<file path="src/text_console_char_engine_top_assert.svh">
// Assertion macros shared by the text console character engine RTL.
// Included by the files that carry concurrent checks; no other dependency.
`ifndef TEXT_CONSOLE_CHAR_ENGINE_TOP_ASSERT_SVH
`define TEXT_CONSOLE_CHAR_ENGINE_TOP_ASSERT_SVH

`ifndef ASSERT_OFF

// prop must hold at every clock edge outside reset
`define TCCE_ASSERT(name, clk, rst_n, prop) \
  name: assert property (@(posedge clk) disable iff (!rst_n) (prop)) \
    else $error("tcce assertion failed");

// cond must never be true outside reset
`define TCCE_ASSERT_NEVER(name, clk, rst_n, cond) \
  `TCCE_ASSERT(name, clk, rst_n, !(cond))

`else

`define TCCE_ASSERT(name, clk, rst_n, prop)
`define TCCE_ASSERT_NEVER(name, clk, rst_n, cond)

`endif

`endif

</file>
<file path="src/tcce_pkg.sv">
// Shared types and constants of the text console character engine.
// No dependencies; imported by the top level, front end, queue and back end.
`default_nettype none

package tcce_pkg;

  // Character codes the parser reacts to
  localparam logic [7:0] CH_TAB      = 8'h09;
  localparam logic [7:0] CH_NL       = 8'h0A;
  localparam logic [7:0] CH_CR       = 8'h0D;
  localparam logic [7:0] CH_ESC      = 8'h1B;
  localparam logic [7:0] CH_ZERO     = 8'h30;
  localparam logic [7:0] CH_NINE     = 8'h39;
  localparam logic [7:0] CH_LBRACKET = 8'h5B;
  localparam logic [7:0] CH_M        = 8'h6D;

  localparam logic [7:0] NORMAL_ATTR_RST = 8'h07;
  localparam logic [7:0] BRIGHT_ATTR_RST = 8'h0F;

  localparam int CFG_IDX_W  = 1;
  localparam int CFG_DATA_W = 8;

  typedef enum logic [CFG_IDX_W-1:0] {
    CFG_NORMAL_ATTR = 1'b0,
    CFG_BRIGHT_ATTR = 1'b1
  } cfg_reg_e;

  // Column field of a queued operation; holds any column up to 256 columns
  localparam int OP_COL_W = 8;

  localparam int QUEUE_DEPTH = 2;

  typedef enum logic [2:0] {
    OP_NONE     = 3'd0,
    OP_WRITE    = 3'd1,
    OP_NEWLINE  = 3'd2,
    OP_NL_WRITE = 3'd3,
    OP_READ     = 3'd4
  } op_kind_e;

  typedef struct packed {
    op_kind_e              kind;
    logic [OP_COL_W-1:0]   col;
    logic [7:0]            char_code;
    logic [7:0]            attr;
    logic [4:0]            read_row;
    logic [6:0]            read_column;
    logic [6:0]            cursor_column;
  } op_t;

endpackage

`default_nettype wire

</file>
<file path="src/tcce_queue.sv">
// Short operation queue between the front end and the screen back end.
// Depends on tcce_pkg for the operation type and depth.
`default_nettype none
`include "text_console_char_engine_top_assert.svh"

module tcce_queue import tcce_pkg::*; (
  input  wire logic clk_i,
  input  wire logic rst_ni,
  input  wire logic push_i,
  input  wire op_t  op_i,
  output logic      full_o,
  input  wire logic pop_i,
  output op_t       op_o,
  output logic      empty_o
);

  localparam int PTR_W = (QUEUE_DEPTH > 1) ? $clog2(QUEUE_DEPTH) : 1;
  localparam int CNT_W = $clog2(QUEUE_DEPTH + 1);

  op_t              entry_q [QUEUE_DEPTH];
  logic [PTR_W-1:0] wr_ptr_q, rd_ptr_q;
  logic [CNT_W-1:0] count_q;

  assign full_o  = (count_q == CNT_W'(QUEUE_DEPTH));
  assign empty_o = (count_q == '0);
  assign op_o    = entry_q[rd_ptr_q];

  always_ff @(posedge clk_i) begin
    if (push_i) begin
      entry_q[wr_ptr_q] <= op_i;
    end
  end

  always_ff @(posedge clk_i or negedge rst_ni) begin
    if (!rst_ni) begin
      wr_ptr_q <= '0;
      rd_ptr_q <= '0;
      count_q  <= '0;
    end else begin
      if (push_i) begin
        wr_ptr_q <= (wr_ptr_q == PTR_W'(QUEUE_DEPTH - 1)) ? '0 : wr_ptr_q + PTR_W'(1);
      end
      if (pop_i) begin
        rd_ptr_q <= (rd_ptr_q == PTR_W'(QUEUE_DEPTH - 1)) ? '0 : rd_ptr_q + PTR_W'(1);
      end
      if (push_i && !pop_i) begin
        count_q <= count_q + CNT_W'(1);
      end else if (pop_i && !push_i) begin
        count_q <= count_q - CNT_W'(1);
      end
    end
  end

  `TCCE_ASSERT_NEVER(a_no_overflow, clk_i, rst_ni, push_i && full_o)
  `TCCE_ASSERT_NEVER(a_no_underflow, clk_i, rst_ni, pop_i && empty_o)

endmodule

`default_nettype wire

</file>
<file path="config.mk">
export PLATFORM = sky130hd
export DESIGN_NAME = tcce_queue
export DESIGN_NICKNAME = d
export VERILOG_FILES = /design/src/tcce_pkg.sv /design/src/tcce_queue.sv
export VERILOG_INCLUDE_DIRS = /design/src /design/src/src
export SDC_FILE = /design/constraint.sdc
export NUM_CORES = 1
export LEC_CHECK = 0
export BUFFER_PORTS_ARGS = -buffer_cell sky130_fd_sc_hd__buf_2
export CORE_MARGIN = 4
export CORE_UTILIZATION = 56
export CTS_CLUSTER_DIAMETER = 150
export DETAILED_ROUTE_END_ITERATION = 16
export MAX_ROUTING_LAYER = met4
export PLACE_DENSITY = 0.82
export SETUP_SLACK_MARGIN = 0.2
export SLEW_MARGIN = 40
export SYNTH_ARGS = -nofsm -noshare
export SYNTH_HDL_FRONTEND = slang
export SYNTH_SLANG_ARGS = --single-unit
</file>
<file path="constraint.sdc">
create_clock -name clk_i -period 6.05 [get_ports clk_i]
set_input_delay 0.9075 -clock clk_i [delete_from_list [all_inputs] [get_ports clk_i]]
set_output_delay 0.9075 -clock clk_i [all_outputs]
set_load 0.05 [all_outputs]
</file>
==> results by group <==
GRT
  • Grt ovf: 0
  • Gr usage total: 0.159
  • Largest net degree at the start of global routing: 47
  • Vias in the first global route: roughly 1800
  • Global-route wire length before repair: 8730 um
  • Initial antenna violation count: 0

Floorplanning
  • # IOs: 98
  • Initial core utilization: 0.575
  • Die Span Y: 88.5 um
  • Die Width: 88.5 um
  • Core Area: 6310 um2
  • DIE AREA: 7830 um2
  • Std-Cell Rows: 29

CTS
  • Max clock buf depth: 2
  • Reg clk slew, reported paths: 80 ps
  • Clk sinks: 96
  • Root Buffer: clkbuf_8
  • CTS tree: built
  • Post-CTS resize count: 0
  • H-tree lvl count: 3
  • Setup Buffers After CTS: 0
  • Clock buffer count from CTS: 9
  • Post-CTS Hold Fix Bufs: 0
  • Worst-Skew Late Latency: ~340 ps

Routing
  • Vias: 1735
  • Routed wl met3: ~430 um
  • DR vias/cell: 5.01
  • Routed metal-1 wirelength: 2400 um
  • Drc violations: 0
  • DR top layer: met4
  • Router iterations before antenna repair: 4
  • Metal2 WL: 2790 um
  • Wire per inst: 16.5 um
  • Final ANT Viol Nets: 0
  • Iteration-0 DRC Markers: 98
  • WL final: 5690 um

Timing
  • Setup Viol. Count Final: 0
  • Hold Fails Final Rpt: 0
  • Measured slew at the worst slew-check pin: 638 ps
  • Relative slew slack: 0.574
  • Fin. max-slew vios: 0
  • Final Skew: around 6.5 ps
  • Final Cycle Share: 0.496
  • Tmin final: 3000 ps
  • Hold Worst Slack: 359 ps
  • Fmax achieved: 333 MHz
  • Setup TNS: 0 ps
  • Unrepaired setup endpoints after global routing: no

Setup path
  • CP required: 5140 ps
  • Crit start category: flop
  • Crit Path Category: flop to output port
  • CP Max Fanout: 35
  • CP Capture Type: output port
  • CP arrival: about 2100 ps

Power
  • Net Switching: 954 uW
  • Leakage: 0.00176 uW
  • Part of the power in combinational logic: 0.430
  • Worst vdd ir: 0.457 mV
  • Share of power burned in registers: 0.395
  • Internal power: 1430 uW
  • Sw frac: 0.400
  • Clk pwr share: 0.175
  • PwrDens: 543 nW/um2

Synthesis
  • Synth top area cells: edfxtp_1, mux2_4, mux2_2
  • Mapped cell area: ~3600 um2
  • Mapped Nets: between 200 and 250
  • Register area share after synthesis: 0.789
  • Synthesis Warnings: 0
  • Syn Inst Count: 159
  • EDFF count, synth: between 90 and 100
  • Commonest cells in the synthesized netlist: edfxtp_1, mux2_4, mux2_2
  • Top cell type's share of synthesized area: 0.761
  • Ys async rst share: 0.0417
  • Count leader, synth: edfxtp_1
  • Yosys top cell by area: edfxtp_1
  • Post-synth cell types: 13
  • Main flop type after synthesis: edfxtp_1
  • Seq cells post-synth: 96
  • Syn avg cell area: 22.8 um2

Place
  • DPL Wire Length: between 3000 and 4000 um
  • IO buf count: 97
  • GPL Wtd Cong: between 0.7 and 0.8

Cells and area
  • Nets: 315
  • Share of layout cells above drive strength 1: 0.591
  • N_diodes: 0
  • Area grow syn2layout: 21.0%
  • Layout fillers: 418

Worst hold path
  • Hold Crit Class: input port to async pin

Flow run
  • Max cap viols: 0

Outcome
  • Status: complete, no violations
==> power groups by stage <==
stage / Sequential [uW] / Clock (uW) / Combinational [uW]
after detailed placement: 956 / 0 / 1030
final: 940 / 417 / 1020
after CTS: 943 / 425 / 1040
after floorplan: 932 / 0 / 883
after global routing: 953 / 459 / 1070
after global placement: 949 / 0 / 1030
==> state kept, by name (all words and copies together), names as in the netlist <==
register,cells
entry_q,92
count_q,2
rd_ptr_q,1
wr_ptr_q,1
==> cell type report <==
cell class | count | area [um2] | share of cell area
inverters | 1 | 3.75 | 0.000855
clock inverters | 5 | 71.3 | 0.0162
repair buffers | 99 | 500 | 0.114
clock buffers | 11 | 131 | 0.0299
well taps | 77 | 96.3 | 0.0219
flip-flops and latches | 96 | 2860 | 0.652
multi-input cells | 57 | 723 | 0.165
==> logic make-up after synthesis <==
group	share of synthesized area
XOR/XNOR	0.0121
flip-flops	0.789
multiplexers	0.174
adder cells (fa/ha/maj)	0.00345
AND/OR/NAND/NOR	0.00724
buffers and inverters	0.0148
==> critical path: stages (launching register included) <==
cell	delay (ps)
dfrtp_2	550
buf_4	560
mux2_2	400
buf_2	210
==> placed cells by master, fill, tap and decap left out <==
cell / instances
mux2_4: 30
mux2_2: 16
nor2b_1: 1
ha_1: 1
dfrtp_2: 1
dfrtp_1: 3
clkbuf_1: 2
bufinv_16: 2
buf_2: 97
nor2_1: 2
edfxtp_1: 92
and2_4: 1
xor2_1: 4
buf_4: 2
clkbuf_8: 9
inv_1: 1
xnor2_1: 1
clkinv_1: 3
nor2b_4: 1
==> layer usage <==
layer,vias up,global-route usage
li1,828,-
met1,832,0.196
met2,67,0.252
met3,8,0.0400
met4,0,0.0659
met5,-,-
==> stage by stage <==
step	setup slack, ps	util	cell area, um2	total power [uW]	std cells
after floorplan	2640	-	3630	1820	159
after global placement	3430	0.663	4190	1980	330
after detailed placement	3400	0.663	4190	1990	330
after CTS	3010	0.695	4390	2400	346
after global routing	2950	0.695	4390	2480	346
final	3050	0.695	4390	2380	346
==> path summary, 6_finish.rpt <==
check                           start              to  slack [ps]  cells after the start
max                          rd_ptr_q        op_o[33]        3050                      3
min                            rst_ni      count_q[1]         360                      1
max reg2reg                  wr_ptr_q  entry_q[0][42]        4300                      2
min reg2reg                count_q[1]      count_q[1]         520                      1
max in group asynchronous      rst_ni        rd_ptr_q        5550                      1
min in group clk_i         count_q[1]      count_q[1]         520                      1
(Power assumes the default switching activity.)
