<file path="config.mk">
export PLATFORM = sky130hd
export DESIGN_NAME = tcce_front_flat
export DESIGN_NICKNAME = d
export VERILOG_FILES = /design/src/tcce_pkg.sv /design/src/tcce_in_if.sv /design/src/tcce_front.sv /design/src/flat_wrapper.sv
export VERILOG_INCLUDE_DIRS = /design/src /design/src/src
export SDC_FILE = /design/constraint.sdc
export NUM_CORES = 1
export LEC_CHECK = 0
export BUFFER_PORTS_ARGS = -buffer_cell sky130_fd_sc_hd__buf_2
export CAP_MARGIN = 20
export CORE_AREA = 2 2 88 90
export DETAILED_ROUTE_END_ITERATION = 10
export DIE_AREA = 0 0 90 92
export PLACE_DENSITY = 0.67
export SLEW_MARGIN = 0
export SYNTH_ARGS = -nofsm -noshare
export SYNTH_HDL_FRONTEND = slang
export SYNTH_SLANG_ARGS = --single-unit
</file>
<file path="constraint.sdc">
create_clock -name clk_i -period 3 [get_ports clk_i]
set_clock_uncertainty 0.05 [all_clocks]
set_input_delay 0 -clock clk_i [delete_from_list [all_inputs] [get_ports clk_i]]
set_output_delay 0 -clock clk_i [all_outputs]
set_load 0.05 [all_outputs]
</file>
<file path="src/text_console_char_engine_top_assert.svh">
// Assertion macros shared by the text console character engine RTL.
// Included by the files that carry concurrent checks; no other dependency.
`ifndef TEXT_CONSOLE_CHAR_ENGINE_TOP_ASSERT_SVH
`define TEXT_CONSOLE_CHAR_ENGINE_TOP_ASSERT_SVH

`ifndef ASSERT_OFF

// prop must hold at every clock edge outside reset
`define TCCE_ASSERT(name, clk, rst_n, prop) \
  name: assert property (@(posedge clk) disable iff (!rst_n) (prop)) \
    else $error("tcce assertion failed");

// cond must never be true outside reset
`define TCCE_ASSERT_NEVER(name, clk, rst_n, cond) \
  `TCCE_ASSERT(name, clk, rst_n, !(cond))

`else

`define TCCE_ASSERT(name, clk, rst_n, prop)
`define TCCE_ASSERT_NEVER(name, clk, rst_n, cond)

`endif

`endif

</file>
<file path="src/tcce_pkg.sv">
// Shared types and constants of the text console character engine.
// No dependencies; imported by the top level, front end, queue and back end.
`default_nettype none

package tcce_pkg;

  // Character codes the parser reacts to
  localparam logic [7:0] CH_TAB      = 8'h09;
  localparam logic [7:0] CH_NL       = 8'h0A;
  localparam logic [7:0] CH_CR       = 8'h0D;
  localparam logic [7:0] CH_ESC      = 8'h1B;
  localparam logic [7:0] CH_ZERO     = 8'h30;
  localparam logic [7:0] CH_NINE     = 8'h39;
  localparam logic [7:0] CH_LBRACKET = 8'h5B;
  localparam logic [7:0] CH_M        = 8'h6D;

  localparam logic [7:0] NORMAL_ATTR_RST = 8'h07;
  localparam logic [7:0] BRIGHT_ATTR_RST = 8'h0F;

  localparam int CFG_IDX_W  = 1;
  localparam int CFG_DATA_W = 8;

  typedef enum logic [CFG_IDX_W-1:0] {
    CFG_NORMAL_ATTR = 1'b0,
    CFG_BRIGHT_ATTR = 1'b1
  } cfg_reg_e;

  // Column field of a queued operation; holds any column up to 256 columns
  localparam int OP_COL_W = 8;

  localparam int QUEUE_DEPTH = 2;

  typedef enum logic [2:0] {
    OP_NONE     = 3'd0,
    OP_WRITE    = 3'd1,
    OP_NEWLINE  = 3'd2,
    OP_NL_WRITE = 3'd3,
    OP_READ     = 3'd4
  } op_kind_e;

  typedef struct packed {
    op_kind_e              kind;
    logic [OP_COL_W-1:0]   col;
    logic [7:0]            char_code;
    logic [7:0]            attr;
    logic [4:0]            read_row;
    logic [6:0]            read_column;
    logic [6:0]            cursor_column;
  } op_t;

endpackage

`default_nettype wire

</file>
<file path="src/tcce_in_if.sv">
// Input channel of the text console character engine: valid/ready plus item.
// Depends on nothing beyond the port widths fixed here.
`default_nettype none

interface tcce_in_if;
  logic       valid;
  logic       ready;
  logic       cmd;
  logic [7:0] char_code;
  logic [4:0] read_row;
  logic [6:0] read_column;

  modport source (output valid, output cmd, output char_code, output read_row,
                  output read_column, input ready);
  modport sink   (input valid, input cmd, input char_code, input read_row,
                  input read_column, output ready);
endinterface

`default_nettype wire

</file>
<file path="src/tcce_front.sv">
// Front end: accepts items, runs the escape parser and cursor, emits screen ops.
// Depends on tcce_pkg, tcce_in_if and the assertion macro header.
`default_nettype none
`include "text_console_char_engine_top_assert.svh"

module tcce_front import tcce_pkg::*; #(
  parameter int COLUMNS  = 80,
  parameter int TAB_STOP = 8
) (
  input  wire logic                  clk_i,
  input  wire logic                  rst_ni,
  tcce_in_if.sink                    in_i,
  input  wire logic                  cfg_we_i,
  input  wire logic [CFG_IDX_W-1:0]  cfg_index_i,
  input  wire logic [CFG_DATA_W-1:0] cfg_wdata_i,
  input  wire logic                  q_full_i,
  input  wire logic                  init_busy_i,
  output logic                       push_o,
  output op_t                        op_o
);

  localparam int CUR_W = $clog2(COLUMNS + 1);
  localparam int PH_W  = $clog2(TAB_STOP);
  localparam int NW    = $clog2(COLUMNS + TAB_STOP + 1);
  localparam int END_PHASE = COLUMNS % TAB_STOP;

  typedef enum logic [2:0] {
    ESC_IDLE = 3'b001,
    ESC_SEEN = 3'b010,
    ESC_CSI  = 3'b100
  } esc_state_e;

  esc_state_e       esc_q, esc_d;
  logic [CUR_W-1:0] cursor_q, cursor_d;
  logic [PH_W-1:0]  phase_q, phase_d;   // cursor modulo TAB_STOP
  logic             nz_q, nz_d;
  logic             bright_q, bright_d;
  logic [7:0]       normal_attr_q, bright_attr_q;

  logic             ordinary;
  logic [NW-1:0]    tab_next;
  logic [7:0]       ch;
  logic             is_digit;

  assign ch       = in_i.char_code;
  assign is_digit = (ch >= CH_ZERO) && (ch <= CH_NINE);
  assign tab_next = NW'(cursor_q) + NW'(TAB_STOP) - NW'(phase_q);

  assign in_i.ready = !q_full_i && !init_busy_i;
  assign push_o     = in_i.valid && in_i.ready;

  always_comb begin
    esc_d     = esc_q;
    cursor_d  = cursor_q;
    phase_d   = phase_q;
    nz_d      = nz_q;
    bright_d  = bright_q;
    ordinary  = 1'b0;
    op_o.kind = OP_NONE;
    op_o.col  = OP_COL_W'(cursor_q);

    if (in_i.cmd) begin
      op_o.kind = OP_READ;
    end else begin
      case (esc_q)
        ESC_SEEN: begin
          if (ch == CH_LBRACKET) begin
            esc_d = ESC_CSI;
          end else begin
            esc_d    = ESC_IDLE;
            ordinary = 1'b1;
          end
        end
        ESC_CSI: begin
          if (is_digit) begin
            nz_d = nz_q || (ch != CH_ZERO);
          end else if (ch == CH_M) begin
            bright_d = nz_q;
            esc_d    = ESC_IDLE;
          end else begin
            esc_d    = ESC_IDLE;
            ordinary = 1'b1;
          end
        end
        default: begin
          esc_d    = ESC_IDLE;
          ordinary = 1'b1;
        end
      endcase

      if (ordinary) begin
        case (ch)
          CH_NL: begin
            op_o.kind = OP_NEWLINE;
            cursor_d  = '0;
            phase_d   = '0;
          end
          CH_CR: begin
            cursor_d = '0;
            phase_d  = '0;
          end
          CH_TAB: begin
            // saturate at the end of the line
            if (tab_next > NW'(COLUMNS)) begin
              cursor_d = CUR_W'(COLUMNS);
              phase_d  = PH_W'(END_PHASE);
            end else begin
              cursor_d = CUR_W'(tab_next);
              phase_d  = '0;
            end
          end
          CH_ESC: begin
            esc_d = ESC_SEEN;
            nz_d  = 1'b0;
          end
          default: begin
            if (cursor_q == CUR_W'(COLUMNS)) begin
              // wrap: scroll first, then write at column zero
              op_o.kind = OP_NL_WRITE;
              op_o.col  = '0;
              cursor_d  = CUR_W'(1);
              phase_d   = PH_W'(1);
            end else begin
              op_o.kind = OP_WRITE;
              cursor_d  = cursor_q + CUR_W'(1);
              phase_d   = (phase_q == PH_W'(TAB_STOP - 1)) ? '0 : phase_q + PH_W'(1);
            end
          end
        endcase
      end
    end

    op_o.char_code     = ch;
    op_o.attr          = bright_q ? bright_attr_q : normal_attr_q;
    op_o.read_row      = in_i.read_row;
    op_o.read_column   = in_i.read_column;
    op_o.cursor_column = 7'(cursor_d);
  end

  always_ff @(posedge clk_i or negedge rst_ni) begin
    if (!rst_ni) begin
      esc_q    <= ESC_IDLE;
      cursor_q <= '0;
      phase_q  <= '0;
      nz_q     <= 1'b0;
      bright_q <= 1'b0;
    end else if (push_o) begin
      esc_q    <= esc_d;
      cursor_q <= cursor_d;
      phase_q  <= phase_d;
      nz_q     <= nz_d;
      bright_q <= bright_d;
    end
  end

  always_ff @(posedge clk_i or negedge rst_ni) begin
    if (!rst_ni) begin
      normal_attr_q <= NORMAL_ATTR_RST;
      bright_attr_q <= BRIGHT_ATTR_RST;
    end else if (cfg_we_i) begin
      case (cfg_index_i)
        CFG_NORMAL_ATTR: normal_attr_q <= cfg_wdata_i;
        CFG_BRIGHT_ATTR: bright_attr_q <= cfg_wdata_i;
        default: ;
      endcase
    end
  end

  `TCCE_ASSERT(a_cursor_in_line, clk_i, rst_ni, cursor_q <= CUR_W'(COLUMNS))

endmodule

`default_nettype wire

</file>
<file path="src/flat_wrapper.sv">
// flat-port wrapper written by rule: the top's interface ports become plain ports
module tcce_front_flat import tcce_pkg::*;
#(
  parameter int COLUMNS  = 80,
  parameter int TAB_STOP = 8
)
  (clk_i, rst_ni, cfg_we_i, cfg_index_i, cfg_wdata_i, q_full_i, init_busy_i, push_o, op_o, in_i_valid, in_i_cmd, in_i_char_code, in_i_read_row, in_i_read_column, in_i_ready);
  tcce_in_if in_i_i ();
  input  wire logic clk_i;
  input  wire logic rst_ni;
  input  wire logic cfg_we_i;
  input  wire logic [CFG_IDX_W-1:0] cfg_index_i;
  input  wire logic [CFG_DATA_W-1:0] cfg_wdata_i;
  input  wire logic q_full_i;
  input  wire logic init_busy_i;
  output logic push_o;
  output op_t op_o;
  input wire logic [$bits(in_i_i.valid)-1:0] in_i_valid;
  input wire logic [$bits(in_i_i.cmd)-1:0] in_i_cmd;
  input wire logic [$bits(in_i_i.char_code)-1:0] in_i_char_code;
  input wire logic [$bits(in_i_i.read_row)-1:0] in_i_read_row;
  input wire logic [$bits(in_i_i.read_column)-1:0] in_i_read_column;
  output wire logic [$bits(in_i_i.ready)-1:0] in_i_ready;
  assign in_i_i.valid = in_i_valid;
  assign in_i_i.cmd = in_i_cmd;
  assign in_i_i.char_code = in_i_char_code;
  assign in_i_i.read_row = in_i_read_row;
  assign in_i_i.read_column = in_i_read_column;
  assign in_i_ready = in_i_i.ready;
  tcce_front #(.COLUMNS(COLUMNS), .TAB_STOP(TAB_STOP)) u_core (.clk_i(clk_i), .rst_ni(rst_ni), .in_i(in_i_i), .cfg_we_i(cfg_we_i), .cfg_index_i(cfg_index_i), .cfg_wdata_i(cfg_wdata_i), .q_full_i(q_full_i), .init_busy_i(init_busy_i), .push_o(push_o), .op_o(op_o));
endmodule
</file>
==> Implementation_results.wiki <==
{| class="wikitable"
! Metric !! Value
|-
| Largest driver fanout on the critical path || 4
|-
| Core Area || approximately 7400 µm²
|-
| Number of hold-slack violations in the final timing report || 0
|-
| Setup TNS Final || 0 ps
|-
| Top_reg_cell synth || sky130_fd_sc_hd__dfrtp_1
|-
| Share of synthesized flip-flops with an asynchronous set or reset || 100%
|-
| Clock sink count || 31
|-
| TritonCTS clock tree || yes
|-
| Initial core utilization || around a third
|-
| Non-filler cells in the finished layout || 436
|-
| Count of maximum capacitance violations || 0
|-
| Overall global routing resource usage || 15.1%
|-
| Synthesized area per cell || between 9 and 10 µm²
|-
| Diodes inserted || 0
|-
| Iter 0 DRT Violations || 110
|-
| Detail Route Antenna Nets || 0
|-
| Reported leakage power || 1.40 nW
|-
| Total of flip-flops plus latches after synthesis || 31
|-
| Number of antenna violations at the first check in global routing || 0
|-
| Critical R2R Capture || u_core.cursor_q[1]$_DFFE_PN0P_
|-
| Worst hold endpoint || u_core.nz_q$_DFFE_PN0P_
|-
| Remaining Overflow, GRT || 0
|-
| Post-layout min period || 2940 ps
|-
| PortBufs || 58
|-
| VDD IR-drop max || 291 µV
|-
| Layout cell share with drive strength beyond 1 || 46.1%
|-
| TritonCTS buffer count || 5
|-
| Clock-pin slew on the worst setup and hold paths || 60 ps
|-
| Distinct cell type count after synthesis || 57
|-
| Cell types occupying the most area after synthesis || sky130_fd_sc_hd__dfrtp_1 (23%), sky130_fd_sc_hd__mux2_2 (12%), sky130_fd_sc_hd__dfstp_2 (8.5%)
|-
| Final Setup Violations || 0
|-
| Cells on Worst Hold Path || 4
|-
| Global-route wire length before repair || 10,100 µm
|-
| Transition time of the tightest slew-check pin || 756 ps
|-
| CP Data Required Time || 2950 ps
|-
| Instance area at placement || 2750 µm²
|-
| Arrival time reported for the critical path endpoint || slightly below 3000 ps
|-
| Worst-case headroom to the max-slew limit || 49.5%
|-
| Total number of vias || 2,232
|-
| Detailed Place HPWL || 4690 µm
|-
| Max Fclk || 0.340 GHz
|-
| Maximum number of buffers from clock root to sink || 2
|-
| Number of placed instances with taps included || 396
|-
| Cell type with the highest aggregate area in the netlist || sky130_fd_sc_hd__dfrtp_1
|-
| Routability cong. || 0.949
|-
| Mapped Cells || around 260
|-
| Maximum number of pins on one net before global-route repair || 32
|-
| Slack of the worst reg-to-reg path || 310 ps
|-
| Clk Latency, worst-skew pair || 280 ps
|-
| Chip Width || 90 µm
|-
| Final routed wire length divided by cell count || 14.7 µm
|-
| Count of flip-flops with a built-in enable after synthesis || 0
|-
| Cell Rows || 32
|-
| Die height || 92 µm
|-
| Pwr Density || 810 nW/µm²
|-
| Warning count from the yosys run || 0
|-
| Startpoint type of the worst setup path || flop
|-
| Type of the most critical hold path || in2reg
|-
| Unrepaired setup endpoints after global routing || yes
|-
| Crit Path Category || reg2out
|-
| Post-DR vias/cell || 5.12
|-
| Hold Worst Slack || ~96 ps
|-
| Drt first pass iters || 4
|-
| Final net count || about 380
|-
| Top-count cell post-synth || sky130_fd_sc_hd__mux2_2
|-
| Die Footprint || 8280 µm²
|-
| H-tree depth || 2
|-
| DRC violation count after routing || 0
|-
| Outcome || finished clean
|-
| Register area share after synthesis || 31.7%
|-
| Vias in the first global route || 2,119
|-
| R2R Path Start || u_core.phase_q[1]$_DFFE_PN0P_
|-
| Tcrit/Tclk final || 98.1%
|-
| Pins over their slew limit || 0
|-
| Post-synth net total || roughly 300
|-
| Top Ports || 84
|-
| Syn Std Cell Area || 2480 µm²
|-
| Start point of the worst min-delay path || in_i_char_code[3]
|-
| Root Buffer || sky130_fd_sc_hd__clkbuf_8
|-
| R2R depth || 11
|-
| Final instance area || 3260 µm²
|-
| Proportion of netlist area held by the largest area contributor || around 23%
|-
| Synth top cells by count || sky130_fd_sc_hd__mux2_2 (27), sky130_fd_sc_hd__buf_4 (23), sky130_fd_sc_hd__dfrtp_1 (23)
|-
| Kind of end point of the critical path || output pin
|-
| Layout overhead on the synthesized area || 31.6%
|-
| Routed wire length || 6400 µm
|}
[routing by layer]
metal	wire, µm	vias up	track usage [%]
li1	-	1070	-
met1	2730	1083	18.8
met2	3280	72	25.9
met3	326	7	3.29
met4	68	0	5.00
met5	0	-	0
[layout make-up]
class	instances	area, µm²
Fill cell	751	4190
Multi-Input combinational cell	186	1540
Sequential cell	31	788
Timing Repair Buffer	97	667
Tap cell	102	128
Clock buffer	7	86.3
Inverter	12	45.0
Clock inverter	1	5.00
[flip-flops by register name, summed over array words and instances, names as in the netlist]
signal / count
u_core.normal_attr_q: 8
u_core.cursor_q: 7
u_core.esc_q: 3
u_core.bright_attr_q: 8
u_core.phase_q: 3
u_core.bright_q: 1
u_core.nz_q: 1
[power breakdown]
part / internal, mW / switching, mW / leakage [nW] / total [mW]
sequential: 0.507 / 0.0615 / 0.372 / 0.568
combinational: 0.749 / 0.978 / 0.984 / 1.73
clock: 0.185 / 0.160 / 0.0482 / 0.344
[worst max-delay path, cell delays in order (launching register included)]
cell	delay, ps
sky130_fd_sc_hd__dfrtp_1	400
sky130_fd_sc_hd__inv_2	80
sky130_fd_sc_hd__ha_4	200
sky130_fd_sc_hd__ha_4	160
sky130_fd_sc_hd__fa_2	360
sky130_fd_sc_hd__xnor2_2	160
sky130_fd_sc_hd__nand4_1	170
sky130_fd_sc_hd__a311oi_4	390
sky130_fd_sc_hd__o31ai_4	120
sky130_fd_sc_hd__o2bb2a_4	250
sky130_fd_sc_hd__o21ai_2	130
sky130_fd_sc_hd__buf_6	180
[how the worst max path moves through the flow]
stage,startpoint,end,slack [ps],cells past startpoint
global placement,u_core.phase_q[1]$_DFFE_PN0P_,op_o[0],100,11
finish,u_core.phase_q[1]$_DFFE_PN0P_,op_o[1],60,11
detailed placement,u_core.phase_q[1]$_DFFE_PN0P_,op_o[0],50,11
floorplan,u_core.cursor_q[2]$_DFFE_PN0P_,op_o[4],70,8
global route,u_core.phase_q[1]$_DFFE_PN0P_,op_o[1],-80,11
CTS,u_core.phase_q[1]$_DFFE_PN0P_,op_o[0],-5,11
[placed cells by master, fill, tap and decap left out, types with 3 or more instances in the layout]
master	count
sky130_fd_sc_hd__nor3_1	3
sky130_fd_sc_hd__a21o_1	3
sky130_fd_sc_hd__a21oi_1	7
sky130_fd_sc_hd__inv_1	7
sky130_fd_sc_hd__ha_4	4
sky130_fd_sc_hd__ha_1	9
sky130_fd_sc_hd__clkbuf_8	6
sky130_fd_sc_hd__o21ai_1	13
sky130_fd_sc_hd__o21ai_0	13
sky130_fd_sc_hd__dlygate4sd3_1	21
sky130_fd_sc_hd__buf_2	53
sky130_fd_sc_hd__nand4_1	4
sky130_fd_sc_hd__nor2_1	15
sky130_fd_sc_hd__nand3_1	4
sky130_fd_sc_hd__o21ai_2	5
sky130_fd_sc_hd__a31oi_1	3
sky130_fd_sc_hd__dfrtp_1	21
sky130_fd_sc_hd__mux2_2	27
sky130_fd_sc_hd__dfstp_2	8
sky130_fd_sc_hd__buf_6	5
sky130_fd_sc_hd__buf_4	18
sky130_fd_sc_hd__inv_2	5
sky130_fd_sc_hd__nand2_1	15
sky130_fd_sc_hd__nand2b_1	4
[timing repair]
item,4_1_cts,5_1_grt
pin swaps,4,4
gates resized for setup,16,14
hold buffers,21,0
endpoints found under the hold margin,51,0
endpoints found under the setup margin,5,5
buffers inserted,6,5
[per-stage QoR]
stage	setup WS, ps	utilization, %	power [mW]
5_1_grt	-76.1	43.8	2.83
3_3_place_gp	104	36.9	1.84
2_1_floorplan	66.6	-	1.60
6_report	56.7	43.8	2.64
4_1_cts	-4.70	42.6	2.48
3_5_place_dp	48.8	36.9	1.87
[logic make-up (layout without fill, tap and decap cells)]
group	count (synthesis)	in the layout	share of synthesized area, %
other	1	1	0.151
xor gates and xnor gates	3	3	1.06
muxes	27	27	12.3
adders and majority gates	15	15	7.88
DFF	31	31	31.7
and+or+nand+nor	74	74	17.9
buffers and inverters	41	117	10.0
AOI/OAI and AO/OA	66	66	18.9
Note: power is estimated with default switching activity, not from simulation.
